File: config.mk
export PLATFORM = sky130hd
export DESIGN_NAME = sv39_page_walker
export DESIGN_NICKNAME = d
export VERILOG_FILES = /design/src/rtl/swalk_pkg.sv /design/src/rtl/swalk_cfg.sv /design/src/rtl/swalk_core.sv /design/src/rtl/swalk_outq.sv /design/src/rtl/sv39_page_walker.sv
export SDC_FILE = /design/constraint.sdc
export NUM_CORES = 1
export LEC_CHECK = 0
export BUFFER_PORTS_ARGS = -buffer_cell sky130_fd_sc_hd__buf_2
export CAP_MARGIN = 20
export CELL_PAD_IN_SITES_DETAIL_PLACEMENT = 1
export CELL_PAD_IN_SITES_GLOBAL_PLACEMENT = 1
export CORE_MARGIN = 5
export CORE_UTILIZATION = 30
export CTS_CLUSTER_DIAMETER = 80
export DETAILED_ROUTE_END_ITERATION = 8
export GPL_TIMING_DRIVEN = 0
export PLACE_DENSITY_LB_ADDON = 0.1
export REMOVE_ABC_BUFFERS = 1
export SETUP_SLACK_MARGIN = 0.2
export SYNTH_ARGS = -nofsm -noshare
export SYNTH_HDL_FRONTEND = slang
export SYNTH_SLANG_ARGS = --single-unit
File: constraint.sdc
create_clock -name clk_i -period 9.4 [get_ports clk_i]
set_clock_uncertainty 0.05 [all_clocks]
set_input_delay 0.47 -clock clk_i [delete_from_list [all_inputs] [get_ports clk_i]]
set_output_delay 0.47 -clock clk_i [all_outputs]
set_load 0.05 [all_outputs]
File: src/rtl/swalk_pkg.sv
// shared types and constants for the sv39 page table walker
package swalk_pkg;

  localparam int unsigned PaW       = 56;
  localparam int unsigned VaW       = 39;
  localparam int unsigned PteW      = 64;
  localparam int unsigned PpnW      = 44;
  localparam int unsigned VpnW      = 9;
  localparam int unsigned PgOffW    = 12;
  localparam int unsigned PteDirty  = 7;
  localparam int unsigned OutqDepth = 4;
  localparam int unsigned OutqPtrW  = $clog2(OutqDepth);
  localparam int unsigned OutqCntW  = $clog2(OutqDepth + 1);

  localparam logic OP_XLATE = 1'b0;
  localparam logic OP_PTE   = 1'b1;

  typedef enum logic [1:0] {
    KIND_READ  = 2'd0,
    KIND_WRITE = 2'd1,
    KIND_DONE  = 2'd2
  } kind_e;

  typedef enum logic [1:0] {
    LVL_0 = 2'd0,
    LVL_1 = 2'd1,
    LVL_2 = 2'd2,
    LVL_X = 2'd3
  } level_e;

  typedef struct packed {
    kind_e             kind;
    logic [PaW-1:0]    mem_addr;
    logic [PteW-1:0]   write_data;
    logic [PaW-1:0]    phys_addr;
    logic              fault;
    logic              last;
  } res_t;

  typedef struct packed {
    logic       push0;
    logic       push1;
    res_t       r0;
    res_t       r1;
  } push_t;

endpackage

File: src/rtl/swalk_cfg.sv
// apb register holding the root page number
module swalk_cfg (
  input  logic                        clk_i,
  input  logic                        rst_ni,
  input  logic                        psel,
  input  logic                        penable,
  input  logic                        pwrite,
  input  logic [3:0]                  paddr,
  input  logic [63:0]                 pwdata,
  output logic [63:0]                 prdata,
  output logic                        pready,
  output logic [swalk_pkg::PpnW-1:0]  root_ppn_o
);
  import swalk_pkg::*;

  logic [PpnW-1:0] root_ppn_q;
  logic            hit;

  assign hit    = (paddr[3] == 1'b0);
  assign pready = 1'b1;
  assign prdata = hit ? {{(64-PpnW){1'b0}}, root_ppn_q} : 64'd0;
  assign root_ppn_o = root_ppn_q;

  always_ff @(posedge clk_i or negedge rst_ni) begin
    if (!rst_ni) begin
      root_ppn_q <= '0;
    end else if (psel && penable && pwrite && pready && hit) begin
      root_ppn_q <= pwdata[PpnW-1:0];
    end
  end

endmodule

File: src/rtl/swalk_core.sv
// input register, walk state and per-request result logic
module swalk_core (
  input  logic                        clk_i,
  input  logic                        rst_ni,
  input  logic                        in_valid_i,
  output logic                        in_stall_o,
  input  logic                        op_i,
  input  logic [swalk_pkg::VaW-1:0]   virt_addr_i,
  input  logic [swalk_pkg::PteW-1:0]  pte_data_i,
  input  logic [swalk_pkg::PpnW-1:0]  root_ppn_i,
  input  logic                        room_i,
  output swalk_pkg::push_t            push_o
);
  import swalk_pkg::*;

  logic              in_vld_q;
  logic              op_q;
  logic [VaW-1:0]    va_q;
  logic [PteW-1:0]   pte_q;

  logic              busy_q, busy_d;
  level_e            level_q, level_d;
  logic [VaW-1:0]    saved_va_q, saved_va_d;
  logic [PaW-1:0]    entry_addr_q, entry_addr_d;

  logic              adv;
  logic              accept;
  logic [PaW-1:0]    ppn_sh;
  logic [PaW-1:0]    low_mask;
  logic [PaW-1:0]    va_ext;
  logic [VpnW-1:0]   next_vpn;
  logic              is_leaf;
  push_t             push;

  assign adv        = in_vld_q && room_i;
  assign in_stall_o = in_vld_q && !room_i;
  assign accept     = in_valid_i && !in_stall_o;

  assign ppn_sh  = {pte_q[PaW-PgOffW+9:10], {PgOffW{1'b0}}};
  assign va_ext  = {{(PaW-VaW){1'b0}}, saved_va_q};
  assign is_leaf = (pte_q[3:1] != 3'b000) || (level_q == LVL_0);

  always_comb begin
    case (level_q)
      LVL_0:   low_mask = {{(PaW-12){1'b0}}, {12{1'b1}}};
      LVL_1:   low_mask = {{(PaW-21){1'b0}}, {21{1'b1}}};
      LVL_2:   low_mask = {{(PaW-30){1'b0}}, {30{1'b1}}};
      default: low_mask = {{(PaW-39){1'b0}}, {39{1'b1}}};
    endcase
  end

  always_comb begin
    case (level_q)
      LVL_2:   next_vpn = saved_va_q[29:21];
      default: next_vpn = saved_va_q[20:12];
    endcase
  end

  always_comb begin
    push         = '0;
    push.r0.kind = KIND_READ;
    push.r1.kind = KIND_READ;
    busy_d       = busy_q;
    level_d      = level_q;
    saved_va_d   = saved_va_q;
    entry_addr_d = entry_addr_q;
    if (adv) begin
      if (op_q == OP_XLATE) begin
        if (!busy_q) begin
          saved_va_d       = va_q;
          level_d          = LVL_2;
          entry_addr_d     = {root_ppn_i, va_q[38:30], 3'b000};
          busy_d           = 1'b1;
          push.push0       = 1'b1;
          push.r0.kind     = KIND_READ;
          push.r0.mem_addr = entry_addr_d;
          push.r0.last     = 1'b1;
        end
      end else if (busy_q) begin
        if (!pte_q[0]) begin
          busy_d        = 1'b0;
          push.push0    = 1'b1;
          push.r0.kind  = KIND_DONE;
          push.r0.fault = 1'b1;
          push.r0.last  = 1'b1;
        end else if (is_leaf) begin
          busy_d             = 1'b0;
          push.push0         = 1'b1;
          push.r0.kind       = KIND_WRITE;
          push.r0.mem_addr   = entry_addr_q;
          push.r0.write_data = pte_q;
          push.r0.write_data[PteDirty] = 1'b1;
          push.push1         = 1'b1;
          push.r1.kind       = KIND_DONE;
          push.r1.phys_addr  = (va_ext & low_mask) | (ppn_sh & ~low_mask);
          push.r1.last       = 1'b1;
        end else begin
          level_d          = (level_q == LVL_2) ? LVL_1 : LVL_0;
          entry_addr_d     = {ppn_sh[PaW-1:PgOffW], next_vpn, 3'b000};
          push.push0       = 1'b1;
          push.r0.kind     = KIND_READ;
          push.r0.mem_addr = entry_addr_d;
          push.r0.last     = 1'b1;
        end
      end
    end
  end

  assign push_o = push;

  always_ff @(posedge clk_i or negedge rst_ni) begin
    if (!rst_ni) begin
      in_vld_q     <= 1'b0;
      busy_q       <= 1'b0;
      level_q      <= LVL_0;
      saved_va_q   <= '0;
      entry_addr_q <= '0;
    end else begin
      if (accept) begin
        in_vld_q <= 1'b1;
      end else if (adv) begin
        in_vld_q <= 1'b0;
      end
      busy_q       <= busy_d;
      level_q      <= level_d;
      saved_va_q   <= saved_va_d;
      entry_addr_q <= entry_addr_d;
    end
  end

  always_ff @(posedge clk_i) begin
    if (accept) begin
      op_q  <= op_i;
      va_q  <= virt_addr_i;
      pte_q <= pte_data_i;
    end
  end

endmodule

File: src/rtl/swalk_outq.sv
// small result queue taking up to two results per cycle
module swalk_outq (
  input  logic             clk_i,
  input  logic             rst_ni,
  input  swalk_pkg::push_t push_i,
  output logic             room_o,
  output logic             out_valid_o,
  input  logic             out_stall_i,
  output swalk_pkg::res_t  head_o
);
  import swalk_pkg::*;

  res_t                mem_q [OutqDepth];
  logic [OutqPtrW-1:0] wr_ptr_q, rd_ptr_q;
  logic [OutqCntW-1:0] cnt_q;
  logic [OutqPtrW-1:0] wr_ptr_nx;
  logic                pop;
  logic [1:0]          n_push;

  assign out_valid_o = (cnt_q != '0);
  assign pop         = out_valid_o && !out_stall_i;
  assign room_o      = (cnt_q <= OutqCntW'(OutqDepth - 2));
  assign head_o      = mem_q[rd_ptr_q];
  assign wr_ptr_nx   = wr_ptr_q + OutqPtrW'(1);
  assign n_push      = {1'b0, push_i.push0} + {1'b0, push_i.push1};

  always_ff @(posedge clk_i or negedge rst_ni) begin
    if (!rst_ni) begin
      wr_ptr_q <= '0;
      rd_ptr_q <= '0;
      cnt_q    <= '0;
    end else begin
      wr_ptr_q <= wr_ptr_q + OutqPtrW'(n_push);
      if (pop) begin
        rd_ptr_q <= rd_ptr_q + OutqPtrW'(1);
      end
      cnt_q <= cnt_q + OutqCntW'(n_push) - OutqCntW'(pop);
    end
  end

  always_ff @(posedge clk_i) begin
    if (push_i.push0) begin
      mem_q[wr_ptr_q] <= push_i.r0;
    end
    if (push_i.push1) begin
      mem_q[wr_ptr_nx] <= push_i.r1;
    end
  end

endmodule

File: src/rtl/sv39_page_walker.sv
// top level of the sv39 page table walker
// Takes one request per cycle while not stalled (translate or returned page
// table entry) into an input register; its walk step is resolved from that
// register once the result queue has room; its results land in a four-entry
// result queue whose head drives the output. A leaf entry yields two results
// (the dirty write-back, then the done result) which drain one per cycle while
// the output is not stalled; every other request yields one or none. The input
// stalls only while the result queue holds more than two results, so sustained
// rate is one request per cycle, bounded by the output side taking one result
// per cycle. Walk throughput is set by the memory latency of the entry reads.
// root_ppn lies at byte address 0 of the apb port.
module sv39_page_walker (
  input  logic                        clk_i,
  input  logic                        rst_ni,
  input  logic                        psel,
  input  logic                        penable,
  input  logic                        pwrite,
  input  logic [3:0]                  paddr,
  input  logic [63:0]                 pwdata,
  output logic [63:0]                 prdata,
  output logic                        pready,
  input  logic                        in_valid_i,
  output logic                        in_stall_o,
  input  logic                        op_i,
  input  logic [swalk_pkg::VaW-1:0]   virt_addr_i,
  input  logic [swalk_pkg::PteW-1:0]  pte_data_i,
  output logic                        out_valid_o,
  input  logic                        out_stall_i,
  output logic [1:0]                  kind_o,
  output logic [swalk_pkg::PaW-1:0]   mem_addr_o,
  output logic [swalk_pkg::PteW-1:0]  write_data_o,
  output logic [swalk_pkg::PaW-1:0]   phys_addr_o,
  output logic                        fault_o,
  output logic                        last_o
);
  import swalk_pkg::*;

  logic [PpnW-1:0] root_ppn;
  logic            room;
  push_t           push;
  res_t            head;

  swalk_cfg u_cfg (
    .clk_i      (clk_i),
    .rst_ni     (rst_ni),
    .psel       (psel),
    .penable    (penable),
    .pwrite     (pwrite),
    .paddr      (paddr),
    .pwdata     (pwdata),
    .prdata     (prdata),
    .pready     (pready),
    .root_ppn_o (root_ppn)
  );

  swalk_core u_core (
    .clk_i       (clk_i),
    .rst_ni      (rst_ni),
    .in_valid_i  (in_valid_i),
    .in_stall_o  (in_stall_o),
    .op_i        (op_i),
    .virt_addr_i (virt_addr_i),
    .pte_data_i  (pte_data_i),
    .root_ppn_i  (root_ppn),
    .room_i      (room),
    .push_o      (push)
  );

  swalk_outq u_outq (
    .clk_i       (clk_i),
    .rst_ni      (rst_ni),
    .push_i      (push),
    .room_o      (room),
    .out_valid_o (out_valid_o),
    .out_stall_i (out_stall_i),
    .head_o      (head)
  );

  assign kind_o       = head.kind;
  assign mem_addr_o   = head.mem_addr;
  assign write_data_o = head.write_data;
  assign phys_addr_o  = head.phys_addr;
  assign fault_o      = head.fault;
  assign last_o       = head.last;

endmodule
==> results of run 1 <==
## how the worst min path moves through the flow
stage	startpoint	endpoint	slack (ps)	cells after the start
after global routing	out_stall_i	u_outq.rd_ptr_q[0]$_DFFE_PN0P_	30	3
after CTS	out_stall_i	u_outq.rd_ptr_q[0]$_DFFE_PN0P_	10	3
after floorplan	rst_ni	u_cfg.root_ppn_o[0]$_DFFE_PN0P_	120	0
final	out_stall_i	u_outq.rd_ptr_q[0]$_DFFE_PN0P_	70	3
after detailed placement	u_outq.mem_q[1][65]$_SDFFE_PN0P_	u_outq.mem_q[1][65]$_SDFFE_PN0P_	390	1
after global placement	u_outq.mem_q[3][65]$_SDFFE_PP0P_	u_outq.mem_q[3][65]$_SDFFE_PP0P_	380	1
## cells by family (layout without fill, tap and decap cells)
family          count (synthesis)  in the layout  synth area share [%]
compound gates                655            655                 14.29
xor+xnor                        6              6                0.1395
fa+ha+maj                       8              8                0.2856
buf+inv                       283            830                 3.388
flops                         950            950                 61.34
mux                           347            347                 15.34
other cells                     2             29               0.01994
simple gates                  389            389                 5.195
## tightest hold or removal path, delay by kind of cell
family	cells	cell delay, ps
xor gates and xnor gates	1	130
and+or+nand+nor	1	70
buffers and inverters	1	70
## final cells by class
type | instances | area (sq um)
Tap cell | 1650 | 2064
Clock inverter | 28 | 246.5
Antenna cell | 5 | 12.51
Multi-Input combinational cell | 1429 | 13510
Fill cell | 12880 | 77770
Inverter | 18 | 88.84
Timing Repair Buffer | 600 | 5001
Sequential cell | 950 | 23110
Clock buffer | 184 | 3431
## Yosys cell counts, drive strengths merged (10+ instances only)
cell type | count | area (sq um)
a22o | 416 | 3643
inv | 16 | 60.06
clkbuf | 141 | 529.3
and2 | 64 | 400.4
a22oi | 45 | 337.8
o22ai | 19 | 118.9
buf | 124 | 674.4
nor2 | 122 | 468.0
nand2 | 76 | 285.3
dfrtp | 147 | 3679
dfxtp | 468 | 9369
mux2 | 92 | 1036
a21oi | 10 | 50.05
o21ai | 56 | 280.3
mux2i | 80 | 800.8
nor2b | 47 | 294.0
mux4 | 175 | 3941
o2bb2ai | 90 | 788.3
and3 | 60 | 375.4
edfxtp | 335 | 10060
## sequential cells by signal (all words and copies together), names as in the netlist
register	flops
u_outq.wr_ptr_q	2
u_core.op_q	1
u_core.in_vld_q	1
u_core.level_q	2
u_core.va_q	39
u_outq.rd_ptr_q	2
u_core.pte_q	63
u_outq.mem_q	700
u_core.busy_q	1
u_outq.cnt_q	3
u_core.entry_addr_q	53
u_cfg.root_ppn_o	44
u_core.saved_va_q	39
## metal layers
metal / GRT usage, % / wire [um] / up-vias
li1: - / - / 11120
met1: 26.73 / 61090 / 13680
met2: 34.08 / 65970 / 736
met3: 4.506 / 7514 / 218
met4: 6.013 / 4126 / 4
met5: 0 / 25 / -
## stage by stage
stage | utilization (%) | cells
3_3_place_gp | 32.34 | 4424
2_1_floorplan | - | 2397
6_report | 37.90 | 4864
5_1_grt | 37.89 | 4860
4_1_cts | 37.89 | 4859
3_5_place_dp | 33.77 | 4498
## power by group
part	leakage, nW	switching, mW	internal (mW)
Combinational	8.29	3.80	2.15
Sequential	8.76	0.786	5.40
Clock	1.80	1.79	2.54
Total	18.9	6.38	10.1
## what timing repair did
item / CTS / global route
gates resized for setup: 0 / 0
hold endpoints to repair: 211 / 0
buffers inserted: 0 / 0
hold buffers: 149 / 0
==> impl_metrics.prom, run 1 <==
# TYPE chip_impl_metric gauge
chip_impl_metric{name="initial_utilization",unit="%"} 30.08
chip_impl_info{name="min-delay-path-class",value="in2reg"} 1
chip_impl_metric{name="post_synth.cell_area_avg",unit="sq um"} 14.27
chip_impl_info{name="startpoint",value="u_core.op_q$_DFFE_PP_"} 1
chip_impl_metric{name="port-buffer-count",unit=""} 377
chip_impl_metric{name="finalSetupTns",unit="ps"} 0
chip_impl_metric{name="ant_nets",unit=""} 0
chip_impl_metric{name="report.final.slew_viol_count",unit=""} 0
chip_impl_metric{name="clock_latency",unit="ps"} 700
chip_impl_metric{name="routed_wirelength",unit="um"} 138700
chip_impl_metric{name="yosys.cell_types.count",unit=""} 49
chip_impl_metric{name="yosysSeqAreaShare",unit="%"} 61.34
chip_impl_metric{name="wl_per_cell",unit="um"} 28.52
chip_impl_metric{name="cp_data_required_time",unit="ps"} 9690
chip_impl_metric{name="max_cap_viol_count",unit=""} 0
chip_impl_info{name="critPathMostFrequentCell",value="buf_16"} 1
chip_impl_metric{name="vias_per_cell",unit=""} 5.295
chip_impl_info{name="timing_worst_setup_path_type",value="reg2reg"} 1
chip_impl_metric{name="synth-seq-cells",unit=""} 950
chip_impl_info{name="r2r_start",value="u_core.op_q$_DFFE_PP_"} 1
chip_impl_info{name="end_kind",value="flip-flop"} 1
chip_impl_metric{name="syn-instance-count",unit=""} 2640
chip_impl_info{name="layout_common_cells",value="dfxtp_1 (468), a22o_1 (416), buf_2 (376)"} 1
chip_impl_metric{name="h_tree_level_count",unit=""} 3
chip_impl_metric{name="placement_rows",unit=""} 130
chip_impl_metric{name="hpwl",unit="um"} 89160
chip_impl_metric{name="cts.path.max_buffers",unit=""} 3
chip_impl_metric{name="floorplan.die.width",unit="um"} 364.3
chip_impl_metric{name="clock_sink_total",unit=""} 950
chip_impl_metric{name="finish.net_count",unit=""} 3297
chip_impl_metric{name="layout-area-overhead-vs-synth",unit="%"} 26.02
chip_impl_info{name="outcome",value="complete, no violations"} 1
chip_impl_metric{name="globalRouteTotalUtil",unit="%"} 20.42
chip_impl_metric{name="grt_start_max_net_pins",unit=""} 85
chip_impl_metric{name="core_region_area",unit="sq um"} 125200
chip_impl_info{name="leading_cell_type_in_the_layout_fill_and_taps_excluded",value="dfxtp_1"} 1
chip_impl_metric{name="gr-total-overflow",unit=""} 0
chip_impl_info{name="crit_chain",value="buf_16, buf_16, inv_4, buf_16, ha_1, or3_4, nor3_2, nor2_4, buf_12, buf_16, buf_12, inv_4, buf_16"} 1
chip_impl_metric{name="via_count_of_the_first_global_routing_pass",unit=""} 28150
chip_impl_info{name="clock_tree_from_tritoncts",value="done"} 1
chip_impl_metric{name="mappedNetlistArea",unit="sq um"} 37670
chip_impl_metric{name="final_min_period_over_clock_period",unit="%"} 53.89
chip_impl_info{name="timing.critical_path.max_delay_family",value="buffers and inverters"} 1
chip_impl_metric{name="power_per_cell_area",unit="nW/um^2"} 347.0
chip_impl_metric{name="regToRegSetupSlack",unit="ps"} 4330
chip_impl_metric{name="synth-edff-count",unit=""} 335
chip_impl_metric{name="drt_pass1_iterations",unit=""} 5
chip_impl_metric{name="period_needed",unit="ps"} 5065
chip_impl_metric{name="io_pins",unit=""} 426
chip_impl_metric{name="antenna_found_initial",unit=""} 11
chip_impl_metric{name="worstRegToRegCells",unit=""} 13
chip_impl_info{name="worst_setup_path_start_kind",value="flip-flop"} 1
chip_impl_metric{name="hold_viol",unit=""} 0
chip_impl_metric{name="critical_path.n_buffers_inverters",unit=""} 9
chip_impl_metric{name="power_leakage",unit="nW"} 18.85
chip_impl_metric{name="cts_made_buffers",unit=""} 111
chip_impl_metric{name="critical_path_depth",unit=""} 13
chip_impl_metric{name="worstMarginPinSlew",unit="ps"} 1030
chip_impl_info{name="regToRegEndpoint",value="u_outq.mem_q[0][10]$_DFFE_PP_"} 1
chip_impl_info{name="clk_root_buffer_cell",value="clkbuf_16"} 1
chip_impl_metric{name="total_power",unit="mW"} 16.47
chip_impl_metric{name="vdd_ir_drop_max",unit="mV"} 0.2039
chip_impl_metric{name="max_clock_freq",unit="MHz"} 197.4
chip_impl_metric{name="ys_warn_count",unit=""} 0
chip_impl_info{name="cp_slowest_cell",value="edfxtp_1"} 1
chip_impl_metric{name="setup_slack",unit="ps"} 4335
chip_impl_metric{name="chipHeight",unit="um"} 364.3
chip_impl_metric{name="ys_async_sr_fraction",unit="%"} 15.47
chip_impl_metric{name="routed-via-count",unit=""} 25760
chip_impl_metric{name="cpPeakStageDelay",unit="ps"} 670
chip_impl_metric{name="timing.final.setup_violations",unit=""} 0
chip_impl_metric{name="worstPathMaxFanout",unit=""} 47
chip_impl_info{name="synth-main-ff-cell",value="dfxtp_1"} 1
chip_impl_metric{name="fp.dieArea",unit="sq um"} 132700
chip_impl_metric{name="final_cell_area",unit="sq um"} 47470
chip_impl_metric{name="critical_path_arrival",unit="ps"} 5360
chip_impl_metric{name="placed_area",unit="sq um"} 42290
chip_impl_metric{name="drc_errors",unit=""} 0
chip_impl_metric{name="drt_iter0_markers",unit=""} 1372
chip_impl_metric{name="relSlewSlack",unit="%"} 31.33
chip_impl_metric{name="drive_above_1_share",unit="%"} 28.73
chip_impl_info{name="unrepaired_setup_endpoints_after_global_routing",value="no"} 1
chip_impl_info{name="worstSetupEndpoint",value="u_outq.mem_q[0][10]$_DFFE_PP_"} 1
chip_impl_metric{name="gp_congestion",unit=""} 0.7288
chip_impl_metric{name="timing.hold.ws",unit="ps"} 65.76
chip_impl_metric{name="pre_cts_ws",unit="ps"} 4413
chip_impl_metric{name="grt_first_pass_wirelength",unit="um"} 198500
chip_impl_metric{name="clkSlewWorstSetupHoldPaths",unit="ps"} 60
(Power assumes the default switching activity.)
==> run 2, diff against run 1 <==
--- a/config.mk
+++ b/config.mk
@@ -5,6 +5,7 @@
 export SDC_FILE = /design/constraint.sdc
 export NUM_CORES = 1
 export LEC_CHECK = 0
+export ABC_AREA = 1
 export BUFFER_PORTS_ARGS = -buffer_cell sky130_fd_sc_hd__buf_2
 export CAP_MARGIN = 20
 export CELL_PAD_IN_SITES_DETAIL_PLACEMENT = 1
==> constraint.sdc (replaced) <==
create_clock -name clk_i -period 4.25 [get_ports clk_i]
set_clock_uncertainty 0.05 [all_clocks]
set_input_delay 0.2125 -clock clk_i [delete_from_list [all_inputs] [get_ports clk_i]]
set_output_delay 0.2125 -clock clk_i [all_outputs]
set_load 0.05 [all_outputs]
==> run 2 against run 1 <==
- register-to-register slack lost 3900 ps
- combinational power grew to 3.4 times the previous value
- total power grew to 2.7 times the previous value
- critical endpoint is now phys_addr_o[51]
- final cell count grew 47%
- via count grew 41%
- critical path type is now reg2out
==> impl_metrics.prom, run 2 <==
# TYPE chip_impl_metric gauge
chip_impl_metric{name="initial_utilization",unit="%"} 30.20
chip_impl_info{name="synth_area_leader_cell",value="edfxtp_1"} 1
chip_impl_metric{name="final_cell_count_no_fill",unit=""} 7160
chip_impl_metric{name="max_cap_viol_count",unit=""} 0
chip_impl_metric{name="drc_errors",unit=""} 0
chip_impl_metric{name="ys_async_sr_fraction",unit="%"} 15.47
chip_impl_metric{name="worstRegToRegCells",unit=""} 10
chip_impl_info{name="largest_registers",value="u_outq.mem_q x700, u_core.pte_q x63, u_core.entry_addr_q x53"} 1
chip_impl_metric{name="max_clock_freq",unit="MHz"} 261.3
chip_impl_metric{name="cp_data_required_time",unit="ps"} 3990
chip_impl_metric{name="clkSlewWorstSetupHoldPaths",unit="ps"} 60
chip_impl_metric{name="final.fill_count",unit=""} 15560
chip_impl_metric{name="hold_viol",unit=""} 0
chip_impl_metric{name="cts.path.max_buffers",unit=""} 3
chip_impl_info{name="timing.critical_path.max_delay_family",value="buffers and inverters"} 1
chip_impl_info{name="top_register",value="u_outq.mem_q"} 1
chip_impl_metric{name="worstMarginPinSlew",unit="ps"} 1058
chip_impl_metric{name="antennaDiodeCount",unit=""} 0
chip_impl_metric{name="vdd_ir_drop_max",unit="mV"} 0.5535
chip_impl_metric{name="h_tree_level_count",unit=""} 3
chip_impl_metric{name="yosysSeqAreaShare",unit="%"} 57.26
chip_impl_info{name="clock_tree_from_tritoncts",value="done"} 1
chip_impl_metric{name="gp_congestion",unit=""} 0.7203
chip_impl_metric{name="finish.net_count",unit=""} 5477
chip_impl_metric{name="period_needed",unit="ps"} 3827
chip_impl_metric{name="wl_per_cell",unit="um"} 24.29
chip_impl_metric{name="timing.final.setup_violations",unit=""} 0
chip_impl_metric{name="drive_above_1_share",unit="%"} 13.32
chip_impl_metric{name="critical_path.n_buffers_inverters",unit=""} 4
chip_impl_info{name="r2r_start",value="u_core.pte_q[0]$_DFFE_PP_"} 1
chip_impl_metric{name="layout-area-overhead-vs-synth",unit="%"} 25.99
chip_impl_metric{name="synth-seq-cells",unit=""} 950
chip_impl_metric{name="power_leakage",unit="nW"} 22.23
chip_impl_metric{name="vias_per_cell",unit=""} 5.058
chip_impl_metric{name="clock_latency",unit="ps"} 720
chip_impl_metric{name="routed_wirelength",unit="um"} 173900
chip_impl_metric{name="clock_sink_total",unit=""} 950
chip_impl_metric{name="io_pins",unit=""} 426
chip_impl_metric{name="cts_made_buffers",unit=""} 116
chip_impl_info{name="synth-main-ff-cell",value="dfxtp_1"} 1
chip_impl_metric{name="mappedNetlistArea",unit="sq um"} 40350
chip_impl_metric{name="relSlewSlack",unit="%"} 29.38
chip_impl_metric{name="number_of_flip_flops_in_the_largest_register",unit=""} 700
chip_impl_metric{name="drt_pass1_iterations",unit=""} 5
chip_impl_metric{name="globalRouteTotalUtil",unit="%"} 23.84
chip_impl_info{name="layout_common_cells",value="nand2_1 (1,299), nor2_1 (758), o21ai_0 (479)"} 1
chip_impl_metric{name="chipHeight",unit="um"} 376.8
chip_impl_info{name="netlist_top_cells_area",value="edfxtp_1 (25%), dfxtp_1 (23%), nand2_1 (12%)"} 1
chip_impl_metric{name="cpPeakStageDelay",unit="ps"} 730
chip_impl_metric{name="ys_warn_count",unit=""} 0
chip_impl_metric{name="ant_nets",unit=""} 0
chip_impl_metric{name="grt_start_max_net_pins",unit=""} 88
chip_impl_info{name="crit_chain",value="buf_16, inv_12, bufbuf_16, o21ai_0, o22ai_1, buf_2"} 1
chip_impl_metric{name="timing.hold.ws",unit="ps"} 81.20
chip_impl_metric{name="power_per_cell_area",unit="nW/um^2"} 869.5
chip_impl_metric{name="routed-via-count",unit=""} 36220
chip_impl_metric{name="placement_rows",unit=""} 134
chip_impl_metric{name="regToRegSetupSlack",unit="ps"} 470
chip_impl_metric{name="syn-instance-count",unit=""} 4886
chip_impl_info{name="synth.cells.most_frequent",value="nand2_1 (1,303), nor2_1 (764), o21ai_0 (479), dfxtp_1 (468), edfxtp_1 (335)"} 1
chip_impl_metric{name="critical_path_arrival",unit="ps"} 3560
chip_impl_metric{name="finalSetupTns",unit="ps"} 0
chip_impl_info{name="unrepaired_setup_endpoints_after_global_routing",value="no"} 1
chip_impl_info{name="clk_root_buffer_cell",value="clkbuf_16"} 1
chip_impl_metric{name="core_region_area",unit="sq um"} 133600
chip_impl_metric{name="numPlacedInstances",unit=""} 6753
chip_impl_info{name="outcome",value="complete, no violations"} 1
chip_impl_metric{name="gr-total-overflow",unit=""} 0
chip_impl_metric{name="final_min_period_over_clock_period",unit="%"} 90.04
chip_impl_metric{name="synth_largest_type_area_fraction",unit="%"} 24.93
chip_impl_info{name="min-delay-path-class",value="in2async"} 1
chip_impl_info{name="timing_worst_setup_path_type",value="reg2out"} 1
chip_impl_info{name="leading_cell_type_in_the_layout_fill_and_taps_excluded",value="nand2_1"} 1
chip_impl_metric{name="grt_first_pass_wirelength",unit="um"} 252200
chip_impl_info{name="startpoint",value="u_outq.rd_ptr_q[1]$_DFFE_PN0P_"} 1
chip_impl_metric{name="post_synth.cell_area_avg",unit="sq um"} 8.259
chip_impl_info{name="end_kind",value="output port"} 1
chip_impl_info{name="worst_setup_path_start_kind",value="flip-flop"} 1
chip_impl_metric{name="fp.dieArea",unit="sq um"} 142000
chip_impl_metric{name="drt_iter0_markers",unit=""} 2342
chip_impl_metric{name="via_count_of_the_first_global_routing_pass",unit=""} 36670
chip_impl_metric{name="hpwl",unit="um"} 101200
chip_impl_metric{name="floorplan.die.width",unit="um"} 376.8
chip_impl_info{name="cp_slowest_cell",value="dfrtp_4"} 1
chip_impl_info{name="regToRegEndpoint",value="u_outq.mem_q[1][155]$_SDFFE_PN0P_"} 1
chip_impl_metric{name="antenna_found_initial",unit=""} 10
chip_impl_metric{name="synth-edff-count",unit=""} 335
chip_impl_metric{name="port-buffer-count",unit=""} 377
chip_impl_info{name="yosys.cell_count.top_type",value="nand2_1"} 1
chip_impl_metric{name="report.final.slew_viol_count",unit=""} 0
chip_impl_metric{name="worstPathMaxFanout",unit=""} 85
chip_impl_metric{name="yosys.cell_types.count",unit=""} 35
run 2: cell types whose count changed after synthesis, moves of 108 or more:
cell and delta:
nand3_1 +276, nor2_1 +644, o21ai_0 +425, mux4_2 -175, clkbuf_1 +108, nand2_1 +1227, a21oi_1 +157, inv_1 +195
o22ai_1 +159, a22o_1 -416
run 2: through the flow:
stage | worst slack (ps) | power [mW] | utilization (%) | cell area, sq um
final | 423.4 | 44.21 | 38.05 | 50840
after detailed placement | -1968 | 33.76 | 33.63 | 44930
after global placement | -29810 | 26.78 | 32.04 | 42810
after global routing | 276.6 | 46.58 | 38.05 | 50840
after floorplan | -12160 | 25.42 | - | 38710
after CTS | 204.3 | 44.59 | 37.99 | 50770
run 2: area by class of cell:
class	instances	area [sq um]	share of cell area, %
sequential	950	23120	45.48
multi-input combinational	3354	14990	29.48
timing repair buffer	639	5732	11.27
clock buffer	177	3462	6.809
tap	1768	2212	4.351
inverter	229	933.4	1.836
clock inverter	43	391.6	0.7703
run 2: worst max-delay path by stage:
| stage | to | slack, ps | depth (start not counted) |
|---|---|---|---|
| after floorplan | u_core.level_q[0]$_DFFE_PN0P_ | -12160 | 4 |
| after CTS | u_outq.mem_q[0][130]$_SDFFE_PN0P_ | 200 | 12 |
| final | phys_addr_o[51] | 420 | 6 |
| after global placement | u_core.level_q[0]$_DFFE_PN0P_ | -29810 | 4 |
| after global routing | mem_addr_o[9] | 280 | 6 |
| after detailed placement | u_outq.mem_q[0][130]$_SDFFE_PN0P_ | -1970 | 12 |
run 2: cells by family after synthesis:
kind of cell,share of synthesized area [%]
xor+xnor,0.1302
buf+inv,6.418
flops,57.26
other cells,0.01861
simple gates,23.76
fa+ha+maj,0.2666
mux,0.3628
compound gates,11.79
run 2: metal layers:
| metal | track usage [%] | routed length (um) | vias to the layer above | share of wire [%] |
|---|---|---|---|---|
| met4 | 5.373 | 3710 | 2 | 2.1 |
| li1 | - | - | 16880 | - |
| met5 | 0 | 13 | - | 0.0075 |
| met1 | 33.50 | 81270 | 18310 | 47 |
| met2 | 38.84 | 80050 | 837 | 46 |
| met3 | 3.731 | 8859 | 193 | 5.1 |
run 2: timing repair:
action	4_1_cts	5_1_grt
gates cloned	9	1
hold endpoints to repair	243	0
hold buffers	165	0
endpoints found under the setup margin	962	68
setup buffers	10	1
pin swaps	8	1
gates resized for setup	12	3
run 2: where the power goes:
| group | internal [mW] | switching (mW) | leakage (nW) | total (mW) |
|---|---|---|---|---|
| Sequential | 12.1 | 1.54 | 8.66 | 13.7 |
| Clock | 6.01 | 4.11 | 1.90 | 10.1 |
| Combinational | 5.12 | 15.3 | 11.7 | 20.4 |
| Total | 23.3 | 20.9 | 22.2 | 44.2 |
==> run 3, diff against run 2 <==
--- a/config.mk
+++ b/config.mk
@@ -5,8 +5,6 @@
 export SDC_FILE = /design/constraint.sdc
 export NUM_CORES = 1
 export LEC_CHECK = 0
-export ABC_AREA = 1
-export BUFFER_PORTS_ARGS = -buffer_cell sky130_fd_sc_hd__buf_2
 export CAP_MARGIN = 20
 export CELL_PAD_IN_SITES_DETAIL_PLACEMENT = 1
 export CELL_PAD_IN_SITES_GLOBAL_PLACEMENT = 1
@@ -14,6 +12,7 @@
 export CORE_UTILIZATION = 30
 export CTS_CLUSTER_DIAMETER = 80
 export DETAILED_ROUTE_END_ITERATION = 8
+export DONT_BUFFER_PORTS = 1
 export GPL_TIMING_DRIVEN = 0
 export PLACE_DENSITY_LB_ADDON = 0.1
 export REMOVE_ABC_BUFFERS = 1
==> run 3 against run 2 <==
- global-route usage down 2.9 points
- worst hold slack worse by 9.8 ps
- critical path type is now reg2reg
- worst setup slack worse by 140 ps
- wire length down 18%
- combinational power down 37%
- clock-buffer cell count up 10
- clock power down 6%
==> impl_metrics.prom, run 3 (synthesis gave the netlist of run 1 again) <==
# TYPE chip_impl_metric gauge
chip_impl_info{name="outcome",value="complete, no violations"} 1
chip_impl_metric{name="ant_nets",unit=""} 0
chip_impl_metric{name="chipHeight",unit="um"} 364.3
chip_impl_metric{name="globalRouteTotalUtil",unit="%"} 20.91
chip_impl_metric{name="clkSlewWorstSetupHoldPaths",unit="ps"} 60
chip_impl_metric{name="max_clock_freq",unit="MHz"} 252.1
chip_impl_info{name="clk_root_buffer_cell",value="clkbuf_16"} 1
chip_impl_metric{name="number_of_flip_flops_in_the_largest_register",unit=""} 700
chip_impl_info{name="unrepaired_setup_endpoints_after_global_routing",value="no"} 1
chip_impl_info{name="end_kind",value="flip-flop"} 1
chip_impl_metric{name="cts_made_buffers",unit=""} 114
chip_impl_metric{name="layout-area-overhead-vs-synth",unit="%"} 22.84
chip_impl_info{name="timing_worst_setup_path_type",value="reg2reg"} 1
chip_impl_metric{name="finish.net_count",unit=""} 2970
chip_impl_info{name="worst_setup_path_start_kind",value="flip-flop"} 1
chip_impl_metric{name="antenna_found_initial",unit=""} 14
chip_impl_metric{name="final_min_period_over_clock_period",unit="%"} 93.35
chip_impl_metric{name="critical_path_arrival",unit="ps"} 4320
chip_impl_info{name="min-delay-path-class",value="in2reg"} 1
chip_impl_metric{name="drt_pass1_iterations",unit=""} 7
chip_impl_metric{name="report.final.slew_viol_count",unit=""} 0
chip_impl_metric{name="power_per_cell_area",unit="nW/um^2"} 777.5
chip_impl_metric{name="clock_sink_total",unit=""} 950
chip_impl_info{name="clock_tree_from_tritoncts",value="done"} 1
chip_impl_metric{name="area.sequential",unit="sq um"} 23120
chip_impl_metric{name="gp_congestion",unit=""} 0.7084
chip_impl_metric{name="power_leakage",unit="nW"} 17.41
chip_impl_metric{name="relSlewSlack",unit="%"} 30.29
chip_impl_info{name="layout_common_cells",value="dfxtp_1 (468), a22o_1 (416), edfxtp_1 (335)"} 1
chip_impl_metric{name="timing.hold.ws",unit="ps"} 71.41
chip_impl_metric{name="max_cap_viol_count",unit=""} 0
chip_impl_metric{name="core_region_area",unit="sq um"} 125200
chip_impl_metric{name="via_count_of_the_first_global_routing_pass",unit=""} 26610
chip_impl_metric{name="port-buffer-count",unit=""} 0
chip_impl_metric{name="placement_rows",unit=""} 130
chip_impl_metric{name="grt_first_pass_wirelength",unit="um"} 200400
chip_impl_metric{name="grt_start_max_net_pins",unit=""} 148
chip_impl_metric{name="drt_iter0_markers",unit=""} 1530
chip_impl_metric{name="routed_wirelength",unit="um"} 141700
chip_impl_metric{name="fp.dieArea",unit="sq um"} 132700
chip_impl_info{name="top_register",value="u_outq.mem_q"} 1
chip_impl_metric{name="finish.utilization",unit="%"} 36.95
chip_impl_metric{name="final.fill_count",unit=""} 12670
chip_impl_metric{name="worstPathMaxFanout",unit=""} 43
chip_impl_metric{name="cp_data_required_time",unit="ps"} 4600
chip_impl_metric{name="h_tree_level_count",unit=""} 3
chip_impl_info{name="leading_cell_type_in_the_layout_fill_and_taps_excluded",value="dfxtp_1"} 1
chip_impl_metric{name="vdd_ir_drop_max",unit="mV"} 0.3606
chip_impl_metric{name="clock_latency",unit="ps"} 720
chip_impl_metric{name="vias_per_cell",unit=""} 5.403
chip_impl_metric{name="drc_errors",unit=""} 0
chip_impl_metric{name="period_needed",unit="ps"} 3967
chip_impl_metric{name="io_pins",unit=""} 426
chip_impl_metric{name="initial_utilization",unit="%"} 30.08
chip_impl_metric{name="total_power",unit="mW"} 35.98
chip_impl_metric{name="cts.path.max_buffers",unit=""} 3
chip_impl_metric{name="wl_per_cell",unit="um"} 31.20
chip_impl_metric{name="gr-total-overflow",unit=""} 0
chip_impl_metric{name="hpwl",unit="um"} 88840
chip_impl_metric{name="hold_viol",unit=""} 0
chip_impl_metric{name="routed-via-count",unit=""} 24550
chip_impl_metric{name="footprint_of_the_multi_input_gates",unit="sq um"} 13570
chip_impl_metric{name="floorplan.die.width",unit="um"} 364.3
chip_impl_metric{name="drive_above_1_share",unit="%"} 19.74
chip_impl_metric{name="timing.final.setup_violations",unit=""} 0
chip_impl_info{name="largest_registers",value="u_outq.mem_q x700, u_core.pte_q x63, u_core.entry_addr_q x53"} 1
chip_impl_metric{name="worstMarginPinSlew",unit="ps"} 1046
run 3: metal layers:
metal | GRT usage [%] | wire length (um) | vias to the layer above
met5 | 0 | 13 | -
met2 | 35.39 | 68850 | 676
met4 | 5.034 | 3199 | 2
li1 | - | - | 10480
met3 | 5.239 | 8720 | 185
met1 | 27.05 | 60950 | 13200
run 3: path summary, 6_finish.rpt:
kind	from	end	slack, ps	depth (start not counted)
setup reg to reg	u_core.op_q$_DFFE_PP_	u_outq.mem_q[1][34]$_DFFE_PP_	280	13
min in group asynchronous	rst_ni	u_core.saved_va_q[2]$_DFFE_PN0P_	190	2
hold / removal	pte_data_i[20]	u_core.pte_q[20]$_DFFE_PP_	70	1
hold reg to reg	u_outq.mem_q[3][65]$_SDFFE_PP0P_	u_outq.mem_q[3][65]$_SDFFE_PP0P_	400	1
setup / recovery	u_core.op_q$_DFFE_PP_	u_outq.mem_q[1][34]$_DFFE_PP_	280	13
max in group asynchronous	rst_ni	u_core.entry_addr_q[18]$_DFFE_PN0P_	3170	2
run 3: area by class of cell:
class	count	area share (%)
sequential	950	49.96
multi-input combinational	1434	29.34
timing repair buffer	263	7.901
clock buffer	187	7.417
tap	1650	4.462
clock inverter	29	0.5002
inverter	18	0.3353
antenna	10	0.05408
timing repair inverter	2	0.03786
run 3: power breakdown:
group | switching, mW | leakage, nW | internal, mW
Clock | 3.97 | 1.78 | 5.55
Sequential | 1.76 | 8.76 | 11.9
Combinational | 8.39 | 6.87 | 4.37
Total | 14.1 | 17.4 | 21.9
run 3: repair_timing:
action,in CTS,in global routing
hold buffers,178,0
setup buffers,4,1
endpoints found under the setup margin,365,80
gates resized for setup,25,1
gates cloned,11,0
pin swaps,3,0
hold endpoints to repair,317,0
run 3: stage by stage:
step                cells  setup WS (ps)  cell area, sq um  TNS [ps]
CTS                  4532          203.8             46230         0
global route         4535          215.6             46250         0
global placement     4047         -17680             38610         -
floorplan            2397          -4428             36550  -2822010
detailed placement   4123         -726.9             40470   -100020
finish               4543          282.7             46270         0
run 3: critical path: stages, from the launching register on:
cell and delay (ps):
edfxtp_1 400, buf_16 190, buf_16 180, buf_16 150, clkinv_16 120, buf_16 200
ha_1 300, or3_4 440, clkinv_4 110, a22oi_1 190, or2_4 350, buf_16 190
inv_16 210, bufbuf_16 360
